<file path="src/hw/rtl/uffx_pkg.sv">
`default_nettype none

package uffx_pkg;

   localparam logic [7:0] START_BYTE   = 8'h02;
   localparam logic [7:0] TYPE_REPLY   = 8'h80;
   localparam logic [7:0] TYPE_COMMAND = 8'h81;
   localparam logic [7:0] COUNT_MAX    = 8'hFF;

   localparam int unsigned RSP_DATA_BITS = 40;

   // one-hot parser phase
   typedef enum logic [5:0] {
      PH_HUNT = 6'b000001,
      PH_TYPE = 6'b000010,
      PH_CMD  = 6'b000100,
      PH_LEN  = 6'b001000,
      PH_DATA = 6'b010000,
      PH_SUM  = 6'b100000
   } phase_type;

   typedef struct packed {
      phase_type  phase;
      logic [7:0] running_xor;
      logic [7:0] command;
      logic [7:0] length;
      logic [7:0] count;
      logic       kind;
   } parse_state_type;

   typedef struct packed {
      logic       payload_valid;
      logic [7:0] payload_byte;
      logic [7:0] payload_index;
      logic       frame_done;
      logic       checksum_ok;
      logic       frame_kind;
      logic [7:0] command_code;
      logic [7:0] payload_length;
      logic       sync_lost;
   } parse_result_type;

endpackage

`default_nettype wire

</file>
<file path="src/hw/rtl/uffx_step.sv">
`default_nettype none

module uffx_step (
   input  wire uffx_pkg::parse_state_type cur_state,
   input  wire logic [7:0]                rx_byte,
   output uffx_pkg::parse_state_type      nxt_state,
   output uffx_pkg::parse_result_type     result
);
   import uffx_pkg::*;

   logic [7:0] count_inc;

   assign count_inc = (cur_state.count < COUNT_MAX) ? cur_state.count + 8'd1 : cur_state.count;

   always_comb begin
      nxt_state = cur_state;
      result.payload_valid = 1'b0;
      result.payload_byte  = '0;
      result.payload_index = '0;
      result.frame_done    = 1'b0;
      result.checksum_ok   = 1'b0;
      result.sync_lost     = 1'b0;

      unique case (cur_state.phase)
         PH_TYPE: begin
            if (rx_byte == START_BYTE) begin
               nxt_state.phase = PH_TYPE;
            end else if (rx_byte == TYPE_REPLY || rx_byte == TYPE_COMMAND) begin
               nxt_state.running_xor = rx_byte;
               nxt_state.kind        = (rx_byte == TYPE_COMMAND);
               nxt_state.phase       = PH_CMD;
            end else begin
               result.sync_lost = 1'b1;
               nxt_state.phase  = PH_HUNT;
            end
         end
         PH_CMD: begin
            nxt_state.command     = rx_byte;
            nxt_state.running_xor = cur_state.running_xor ^ rx_byte;
            nxt_state.phase       = PH_LEN;
         end
         PH_LEN: begin
            nxt_state.length      = rx_byte;
            nxt_state.running_xor = cur_state.running_xor ^ rx_byte;
            nxt_state.count       = '0;
            nxt_state.phase       = (rx_byte == 8'd0) ? PH_SUM : PH_DATA;
         end
         PH_DATA: begin
            result.payload_valid  = 1'b1;
            result.payload_byte   = rx_byte;
            result.payload_index  = cur_state.count;
            nxt_state.running_xor = cur_state.running_xor ^ rx_byte;
            nxt_state.count       = count_inc;
            if (count_inc >= cur_state.length) begin
               nxt_state.phase = PH_SUM;
            end
         end
         PH_SUM: begin
            result.frame_done  = 1'b1;
            result.checksum_ok = (cur_state.running_xor == rx_byte);
            nxt_state.phase    = PH_HUNT;
         end
         default: begin
            // hunting, and any code that is not a legal phase
            nxt_state.phase = (rx_byte == START_BYTE) ? PH_TYPE : PH_HUNT;
         end
      endcase

      result.frame_kind     = nxt_state.kind;
      result.command_code   = nxt_state.command;
      result.payload_length = nxt_state.length;
   end

endmodule

`default_nettype wire

</file>
<file path="src/hw/rtl/uart_frame_deframer_xor_core.sv">
`default_nettype none

// serial frame deframer: takes one received byte per word and recognizes frames
// 0x02, type (0x80 reply / 0x81 command), command, length, payload[length], checksum,
// where the checksum is the xor of type, command, length and payload bytes. every
// input word gives exactly one result word: payload bytes come out with their index,
// the checksum byte raises frame_done with checksum_ok, and a bad type byte after
// 0x02 raises sync_lost. frame_kind, command_code and payload_length always show the
// current (or last) frame's header. throughput is one byte per clock while rsp_tready
// holds; each byte passes through the input register and then the result register,
// which holds the phase update and xor. the input register doubles as a skid stage, so
// one more byte is taken while a result waits on rsp_tready.
module uart_frame_deframer_xor_core (
   input  wire logic        clock,
   input  wire logic        reset,
   // input words
   input  wire logic        req_tvalid,
   output logic             req_tready,
   input  wire logic [7:0]  req_tdata,   // [7:0] rx_byte
   // result words
   output logic             rsp_tvalid,
   input  wire logic        rsp_tready,
   // [0] payload_valid, [8:1] payload_byte, [16:9] payload_index, [17] frame_done,
   // [18] checksum_ok, [26:19] command_code, [34:27] payload_length, [35] sync_lost,
   // [39:36] zero
   output logic [uffx_pkg::RSP_DATA_BITS-1:0] rsp_tdata,
   output logic             rsp_tuser    // [0] frame_kind
);
   import uffx_pkg::*;

   // input register
   logic             in_valid_ff, in_valid_in;
   logic [7:0]       in_byte_ff, in_byte_in;

   // parser state
   parse_state_type  state_ff, state_in;

   // result register
   logic             out_valid_ff, out_valid_in;
   parse_result_type out_ff, out_in;

   parse_result_type step_result;
   parse_state_type  step_state;
   logic             advance;

   // the byte in the input register moves on when the result slot is free or draining
   assign advance    = in_valid_ff && (!out_valid_ff || rsp_tready);
   assign req_tready = !in_valid_ff || advance;

   uffx_step u_step (
      .cur_state (state_ff),
      .rx_byte   (in_byte_ff),
      .nxt_state (step_state),
      .result    (step_result)
   );

   always_comb begin
      in_valid_in  = in_valid_ff;
      in_byte_in   = in_byte_ff;
      state_in     = state_ff;
      out_valid_in = out_valid_ff;
      out_in       = out_ff;

      if (advance) begin
         in_valid_in = 1'b0;
      end
      if (req_tvalid && req_tready) begin
         in_valid_in = 1'b1;
         in_byte_in  = req_tdata;
      end

      priority if (advance) begin
         state_in     = step_state;
         out_in       = step_result;
         out_valid_in = 1'b1;
      end else if (rsp_tready) begin
         out_valid_in = 1'b0;
      end else begin
         // result held while the sink stalls
         out_valid_in = out_valid_ff;
      end
   end

   always_ff @(posedge clock) begin
      if (reset) begin
         in_valid_ff          <= 1'b0;
         out_valid_ff         <= 1'b0;
         state_ff.phase       <= PH_HUNT;
         state_ff.running_xor <= '0;
         state_ff.command     <= '0;
         state_ff.length      <= '0;
         state_ff.count       <= '0;
         state_ff.kind        <= 1'b0;
      end else begin
         in_valid_ff  <= in_valid_in;
         out_valid_ff <= out_valid_in;
         state_ff     <= state_in;
      end
      in_byte_ff <= in_byte_in;
      out_ff     <= out_in;
   end

   assign rsp_tvalid = out_valid_ff;
   assign rsp_tuser  = out_ff.frame_kind;
   assign rsp_tdata  = {4'd0,
                        out_ff.sync_lost,
                        out_ff.payload_length,
                        out_ff.command_code,
                        out_ff.checksum_ok,
                        out_ff.frame_done,
                        out_ff.payload_index,
                        out_ff.payload_byte,
                        out_ff.payload_valid};

   // a result word is at most one of payload byte, frame end or sync loss
   assert property (@(posedge clock) disable iff (reset)
      rsp_tvalid |-> $countones({out_ff.payload_valid, out_ff.frame_done,
                                 out_ff.sync_lost}) <= 1)
      else $error("result word carries more than one event");

   // checksum status only rides on the frame end
   assert property (@(posedge clock) disable iff (reset)
      rsp_tvalid && out_ff.checksum_ok |-> out_ff.frame_done)
      else $error("checksum_ok without frame_done");

   // a frame end always returns the parser to hunting
   assert property (@(posedge clock) disable iff (reset)
      advance && step_result.frame_done |=> state_ff.phase == PH_HUNT)
      else $error("parser not hunting after checksum byte");

   // both stages full and the sink stalled: no more input is taken
   assert property (@(posedge clock) disable iff (reset)
      in_valid_ff && out_valid_ff && !rsp_tready |-> !req_tready)
      else $error("input taken while both stages are full");

endmodule

`default_nettype wire
</file>
<file path="config.mk">
export PLATFORM = sky130hd
export DESIGN_NAME = uart_frame_deframer_xor_core
export DESIGN_NICKNAME = d
export VERILOG_FILES = /design/src/hw/rtl/uffx_pkg.sv /design/src/hw/rtl/uffx_step.sv /design/src/hw/rtl/uart_frame_deframer_xor_core.sv
export SDC_FILE = /design/constraint.sdc
export NUM_CORES = 1
export LEC_CHECK = 0
export BUFFER_PORTS_ARGS = -buffer_cell sky130_fd_sc_hd__buf_4
export CORE_MARGIN = 2
export CORE_UTILIZATION = 50
export CTS_CLUSTER_DIAMETER = 150
export CTS_CLUSTER_SIZE = 30
export DETAILED_ROUTE_END_ITERATION = 8
export GPL_TIMING_DRIVEN = 0
export PLACE_DENSITY = 0.74
export SYNTH_ARGS = -nofsm -noshare
export SYNTH_HDL_FRONTEND = slang
export SYNTH_SLANG_ARGS = --single-unit
</file>
<file path="constraint.sdc">
create_clock -name clock -period 2.78 [get_ports clock]
set_input_delay 0.278 -clock clock [delete_from_list [all_inputs] [get_ports clock]]
set_output_delay 0.278 -clock clock [all_outputs]
set_load 0.02 [all_outputs]
</file>
==> results of run 1 <==
[final cells by class]
type,instances,area [sq um],share of cell area [%]
sequential,86,2180,44.4
multi-input combinational,233,1730,35.3
timing repair buffer,58,452,9.20
clock buffer,11,131,2.68
tap,102,128,2.60
clock inverter,5,106,2.17
buffer,20,106,2.17
inverter,19,71.3,1.45
[cells by family after synthesis]
family	count (synthesis)	share of synthesized area (%)
and+or+nand+nor	115	15.8
other	1	0.0942
muxes	25	6.95
buffers and inverters	39	4.37
DFF	86	54.6
adders and majority gates	9	2.83
xor gates and xnor gates	13	2.86
AOI/OAI and AO/OA	67	12.5
[registers in the layout, indices dropped and copies added, names as in the netlist]
name	count
in_byte_ff	8
in_valid_ff	1
rsp_tdata	36
rsp_tuser	1
rsp_tvalid	1
state_ff	39
[cells in the final DEF (no fill, tap or decap), types with 4 or more instances in the layout]
cell / synthesis / layout
a2111oi_0: 7 / 6
a211oi_1: 8 / 8
a21oi_1: 20 / 20
a31o_1: 6 / 6
and2_1: 14 / 14
buf_4: 4 / 60
clkbuf_1: 9 / 10
clkbuf_8: 0 / 9
conb_1: 1 / 4
dfxtp_1: 41 / 38
edfxtp_1: 45 / 45
ha_1: 9 / 7
inv_1: 17 / 17
mux2_2: 18 / 18
mux2i_1: 4 / 4
nand2_1: 26 / 26
nand3_1: 4 / 4
nand4_1: 6 / 6
nor2_1: 29 / 29
nor2b_1: 7 / 7
nor3_1: 7 / 6
o21ai_0: 5 / 5
xnor2_1: 11 / 9
[per-stage QoR]
stage / worst slack (ps) / utilization (%) / cells / total power [mW]
3_3_place_gp: -283 / 58.5 / 510 / 1.62
4_1_cts: 7.81 / 62.8 / 531 / 2.66
6_report: 22.0 / 63.5 / 534 / 2.65
2_1_floorplan: 10.8 / - / 358 / 1.54
3_5_place_dp: -261 / 58.8 / 511 / 1.63
5_1_grt: -76.4 / 63.5 / 534 / 2.73
[how the worst min path moves through the flow]
stage / end / slack [ps] / depth (start not counted)
final: in_byte_ff[6] / 80 / 1
after global routing: in_byte_ff[4] / 70 / 1
after CTS: in_byte_ff[2] / 70 / 1
after detailed placement: state_ff[17] / 450 / 2
after global placement: state_ff[17] / 440 / 2
after floorplan: in_byte_ff[0] / 380 / 0
[report_power, final]
group / switching (mW) / total, mW / internal, mW
registers: 0.0250 / 1.40 / 1.37
logic: 0.127 / 0.209 / 0.0814
clock network: 0.442 / 1.04 / 0.601
total: 0.594 / 2.65 / 2.05
[critical path, cell delays in order (launching register included)]
cell	delay, ps
dfxtp_4	360
ha_4	150
and4_4	250
nand3_4	120
buf_6	150
nand2_1	100
xnor2_2	120
ha_1	250
o21a_1	180
nor2_1	140
nor3_2	70
o41a_1	420
mux2_1	340
[routing by layer]
metal	GRT usage (%)	vias up
li1	-	1427
met1	28.0	1472
met5	0	-
met2	35.1	83
met4	9.56	0
met3	4.11	17
[what timing repair did]
action	CTS	global route
pin swaps	2	2
gates resized for setup	6	9
setup endpoints to repair	6	4
buffers inserted	4	3
==> metrics.md, run 1 <==
| Metric | Value |
|---|---|
| Outcome | completed |
| Final Max Tran Viols | 0 |
| Fin area | about 4900 sq um |
| Clk_lat worst skew | approximately 360 ps |
| CTS Root Cell | clkbuf_8 |
| M1 WL | roughly 3700 um |
| Sinks on Clock Net | 86 |
| Core box area | 7730 sq um |
| Final Hold Vio Count | 0 |
| CP Launch Type | register |
| Synth top area share | 33.9% |
| Cell Area, Placed | between 4000 and 5000 sq um |
| Vias in the first global route | about 2800 |
| Area grow syn2layout | 23.3% |
| Mapped Area | 3980 sq um |
| Clock buffer depth | 2 |
| Die width | ~93 um |
| Total CTS buffers | 9 |
| Gpl congestion | between 0.8 and 0.9 |
| F_max | roughly 360 MHz |
| Port Buffers | 50 |
| Maximum vdd drop | roughly 0.00025 V |
| Setup TNS | 0 ps |
| Initial DRC count | just over 200 |
| GRT Overall Usage | between 20 and 25% |
| Post-synthesis sequential area ratio | 54.6% |
| Post-DP HPWL | ~6000 um |
| DRC viols | 0 |
| Crit path DAT | 3000 ps |
| Worst Setup EP | state_ff[37] |
| Grt ovf | 0 |
| Die Span Y | approximately 93 um |
| Clock Skews | ~12 ps |
| Via density | about 5.6 |
| R2R setup slack | roughly 22 ps |
| Routed len/inst | between 15 and 20 um |
| Largest net degree at the start of global routing | 34 |
| Setup crit end kind | register |
| Initial Util | around half |
| Max-Cap Viols | 0 |
| RR Startpoint | state_ff[2] |
| Reg2reg path depth | 12 |
| Peak fanout along the critical path | 5 |
| First-pass GRT wire length | between 10000 and 15000 um |
| Worst Setup SP | state_ff[2] |
| Initial antenna violation count | 0 |
| Beginning of the worst hold path | req_tdata[6] |
| Most frequent cell after synthesis | edfxtp_1 |
| Met3 WL post-DR | around 420 um |
| Vias post-DR | approximately 3000 |
| RSZ-0062 raised after global routing | yes |
| Pre-Repair DR Iteration Count | 4 |
| WL met2 | ~4500 um |
| Main area contributors after synthesis | edfxtp_1, dfxtp_1, mux2_2 |
| Number of enable flip-flop cells after synthesis | 45 |
| Pwr Density | 539 nW/um^2 |
| Synth unique cells | 56 |
| Min Tclk post-route | around 2800 ps |
| Fill count | approximately 600 |
| Async SR Flop Fraction | 0% |
| Slew at the pin closest to its max-slew limit | between 500 and 600 ps |
| Hold_buf cts | 0 |
| Layout cells sized above 1 | ~30% |
| Post-synthesis instance total | ~360 |
| H-tree depth | 3 |
| # IOs | 55 |
| Syn Area/Cell | ~11 sq um |
| Commonest cells in the netlist | edfxtp_1, dfxtp_1, nor2_1 |
| Worst Hold Margin | about 84 ps |
| Relative slew slack | between 60% and 70% |
| Top routing layer in use | met4 |
| Final setup fails | 0 |
| #FFs+latches synth | 86 |
| Final #Nets | between 400 and 500 |
| Area of the die | between 8000 and 9000 sq um |
| Diodes inserted | 0 |
| Clk slew on worst S/H paths | roughly 90 ps |
| Post-synth top flop | edfxtp_1 |
| WL final | 8840 um |
| Row cnt | 32 |
| CP required | around 3000 ps |
| Setup CP Type | reg -> reg |
| Hold Path Class | in -> reg |
| Final Cycle Share | between 90% and 100% |
| Crit Reg-Reg Endpoint | state_ff[37] |
| Area leader, netlist | edfxtp_1 |
| Syn. warnings | 0 |
| CTS tree | done |
| Routed Antenna Nets | 0 |
| Pleak | about 1.8 nW |
No activity file was read; power rests on OpenSTA's default activity.
==> run 2, diff against run 1 <==
PLACE_DENSITY = 0.73   (was 0.74)
SYNTH_HIERARCHICAL = 1   (was default)
==> metrics.md, run 2 <==
| Metric | Value |
|---|---|
| Outcome | completed (unchanged) |
| Setup CP Type | reg -> reg (unchanged) |
| Synth Area in Compound Gates | 7.26% (was 12.5%) |
| Simple-gate share of the synthesized area | 22.3% (was 15.8%) |
| Final Max Tran Viols | 0 (unchanged) |
| Commonest cells in the netlist | nand2b_1, edfxtp_1, dfxtp_1, mux2i_1, buf_4 (was edfxtp_1, dfxtp_1, nor2_1) |
| Routed Antenna Nets | 0 (unchanged) |
| Total CTS buffers | 9 (unchanged) |
| CTS Root Cell | clkbuf_8 (unchanged) |
| Crit path DAT | 2990 ps (was 3000 ps) |
| Most frequent cell after synthesis | nand2b_1 (was edfxtp_1) |
| Fill count | 765 (was 610) |
| Vias in the first global route | 3120 (was 2784) |
| CP Launch Type | register (unchanged) |
| Synth unique cells | 54 (was 56) |
| Async SR Flop Fraction | 0% (unchanged) |
| Area of the die | 10200 sq um (was 8690 sq um) |
| Relative slew slack | 52.0% (was 60.4%) |
| Setup crit end kind | register (unchanged) |
| Die width | 101 um (was 93.2 um) |
| Setup ws final | 82.6 ps (was 22.0 ps) |
| Post-synthesis instance total | 438 (was 355) |
| CP peak stage delay | 420 ps (about the same) |
| Most frequent cells in the layout | nand2b_1, buf_4, edfxtp_1 (was buf_4, edfxtp_1, dfxtp_1) |
| CP required | 3080 ps (was 3020 ps) |
| Layout cells sized above 1 | 25.9% (was 29.6%) |
| Cell Count, Final, Fillers Out | 620 (was 534) |
| Syn Area/Cell | 10.8 sq um (was 11.2 sq um) |
| Via density | 5.36 (was 5.62) |
| Clock Skews | 5.26 ps (was 11.7 ps) |
| Final #Nets | 525 (was 448) |
| Die Span Y | 101 um (was 93.2 um) |
| Largest net degree at the start of global routing | 47 (was 34) |
| Initial Util | 51.3% (was 51.5%) |
| Clk slew on worst S/H paths | 90 ps (about the same) |
| Area grow syn2layout | 16.4% (was 23.3%) |
| CTS tree | done (unchanged) |
| Switch share | 24.1% (was 22.4%) |
| Max reg flops | 39 (unchanged) |
| Number of enable flip-flop cells after synthesis | 45 (unchanged) |
| Final setup fails | 0 (unchanged) |
| Syn. warnings | 6 (was 0) |
| Gpl congestion | 0.883 (was 0.892) |
| GRT Overall Usage | 19.7% (was 21.6%) |
| Reg2reg path depth | 11 (was 12) |
| Peak fanout along the critical path | 5 (unchanged) |
| Pint | 1.87 mW (was 2.05 mW) |
| WL final | 9490 um (was 8840 um) |
| Initial antenna violation count | 0 (unchanged) |
| Grt ovf | 0 (unchanged) |
| Synth top area share | 28.6% (was 33.9%) |
| Largest family of logic cells by synthesized area | simple AND/OR/NAND/NOR gates (unchanged) |
| Port Buffers | 49 (was 50) |
| F_max | 371 MHz (was 363 MHz) |
| Core box area | 9200 sq um (was 7730 sq um) |
| Clock Power Share | 36.2% (was 39.4%) |
| Main area contributors after synthesis | edfxtp_1, dfxtp_1, nand2b_1 (was edfxtp_1, dfxtp_1, mux2_2) |
| Vias post-DR | 3322 (was 2999) |
| # IOs | 55 (unchanged) |
| Post-synth top flop | edfxtp_1 (unchanged) |
| Crit-path cells | ha_4 > and2_4 > nand4_1 > xnor2_1 > ha_1 > nand2b_1 > a2111o_1 > a211oi_2 > o2bb2ai_1 > nand2b_1 > mux2i_1 (was ha_4 > and4_4 > nand3_4 > buf_6 > nand2_1 > xnor2_2 > ha_1 > o21a_1 > nor2_1 > nor3_2 > o41a_1 > mux2_1) |
| Pwr Density | 449 nW/um^2 (was 539 nW/um^2) |
| Pre-Repair DR Iteration Count | 4 (unchanged) |
| H-tree depth | 3 (unchanged) |
| Placed cells | 601 (was 511) |
| Clock buffer depth | 2 (unchanged) |
| Mux cell area share after synthesis | 12.8% (was 6.95%) |
| Most common cell after layout, fill and taps aside | nand2b_1 (was buf_4) |
| Pre-CTS setup slack | -360 ps (was -261 ps) |
| Power Total | 2.46 mW (was 2.65 mW) |
| Final Cycle Share | 97.0% (was 99.2%) |
| Post-DP HPWL | 6650 um (was 5980 um) |
| Maximum vdd drop | 0.000257 V (was 0.000246 V) |
| Min Tclk post-route | 2700 ps (was 2760 ps) |
| First-pass GRT wire length | 15500 um (was 14100 um) |
| Max-Cap Viols | 0 (unchanged) |
| Final Hold Vio Count | 0 (unchanged) |
| Slew at the pin closest to its max-slew limit | 720 ps (was 594 ps) |
| Top cell by count, worst path | nand2b_1 |
| Area leader, netlist | edfxtp_1 (unchanged) |
| Setup TNS | 0 ps (unchanged) |
| Sinks on Clock Net | 86 (unchanged) |
| Row cnt | 35 (was 32) |
| Initial DRC count | 100 (was 202) |
| Hold_buf cts | 0 (unchanged) |
| Adder-cell share of the synthesized area | 2.39% (was 2.83%) |
| Xor/xnor share of the synthesized area | 0.928% (was 2.86%) |
| Top reg by flops | state_ff (unchanged) |
| Hold Path Class | in -> reg (unchanged) |
| Routed len/inst | 15.3 um (was 16.5 um) |
| Post-synthesis sequential area ratio | 46.0% (was 54.6%) |
| #FFs+latches synth | 86 (unchanged) |
| Mapped Area | 4720 sq um (was 3980 sq um) |
| DRC viols | 0 (unchanged) |
| Combinational power share | 7.9% (about the same) |
| Hold path depth | 1 (unchanged) |
| R2R setup slack | 80 ps (was 20 ps) |
| Worst Hold Margin | 80.2 ps (was 83.8 ps) |
| Slowest cell on crit path | a2111o_1 (was o41a_1) |
| Diodes inserted | 0 (unchanged) |
| Sw Pwr | 0.593 mW (was 0.594 mW) |
| Pleak | 2.09 nW (was 1.83 nW) |
| Sequential share of power | 55.9% (was 52.7%) |
| Clk_lat worst skew | 370 ps (was 360 ps) |
[run 2: cell count changes after synthesis, moves of 7 or more]
| cell | previous run | this run |
|---|---|---|
| mux2i_1 | 4 | 41 |
| nand2b_1 | 4 | 90 |
| xnor2_1 | 11 | 3 |
| buf_4 | 4 | 21 |
| a2111oi_0 | 7 | 0 |
| nor2_1 | 29 | 20 |
| nand2_1 | 26 | 15 |
[run 2: kinds of logic after synthesis]
| logic type | Yosys count |
|---|---|
| buffers and inverters | 58 |
| flip-flops | 86 |
| XOR/XNOR | 5 |
| AND/OR/NAND/NOR | 170 |
| other | 1 |
| adder cells (fa/ha/maj) | 9 |
| AO/OA/AOI/OAI | 51 |
| multiplexers | 58 |
[run 2: cell type report]
class | instances | area (sq um) | share of cell area, %
Clock inverter | 6 | 70.1 | 1.28
Inverter | 17 | 68.8 | 1.25
Buffer | 40 | 315 | 5.74
Timing Repair Buffer | 53 | 398 | 7.25
Tap cell | 111 | 139 | 2.53
Multi-Input combinational cell | 297 | 2190 | 39.9
Sequential cell | 86 | 2180 | 39.7
Clock buffer | 10 | 128 | 2.32
[run 2: metal layers]
metal | track usage, % | vias to the layer above | wire length [um]
met3 | 3.86 | 16 | 391
li1 | - | 1636 | -
met1 | 25.5 | 1602 | 4270
met4 | 6.65 | 0 | 149
met5 | 0 | - | 0
met2 | 33.3 | 68 | 4680
[run 2: metrics by stage]
step	area [sq um]	utilization, %
6_report	5490	59.7
2_1_floorplan	4730	-
3_5_place_dp	5240	57.0
3_3_place_gp	5240	57.0
4_1_cts	5440	59.2
5_1_grt	5490	59.7
[run 2: repair_timing]
item                                    in CTS  in global routing
pin swaps                                    1                  2
buffers inserted                             0                  4
resized for setup                            6                  5
endpoints found under the setup margin       2                  2
[run 2: path summary, 6_finish.rpt]
check	from	endpoint
worst max-delay path	state_ff[1]	state_ff[37]
worst min-delay path	req_tdata[6]	in_byte_ff[6]
worst max register to register	state_ff[1]	state_ff[37]
worst min register to register	state_ff[21]	state_ff[21]
[run 2: worst max-delay path: cells and delay by family, from the launching register on]
kind | cells | cell delay [ps]
AOI/OAI and AO/OA | 3 | 860
xor gates and xnor gates | 1 | 260
adders and majority gates | 2 | 430
DFF | 1 | 390
muxes | 1 | 140
and+or+nand+nor | 4 | 550
[run 2: power groups by stage]
stage	Combinational, mW	Clock, mW	Sequential, mW
after detailed placement	0.197	0	1.41
after global placement	0.195	0	1.41
after CTS	0.197	0.910	1.38
final	0.194	0.893	1.38
after floorplan	0.103	0	1.43
after global routing	0.207	0.971	1.38
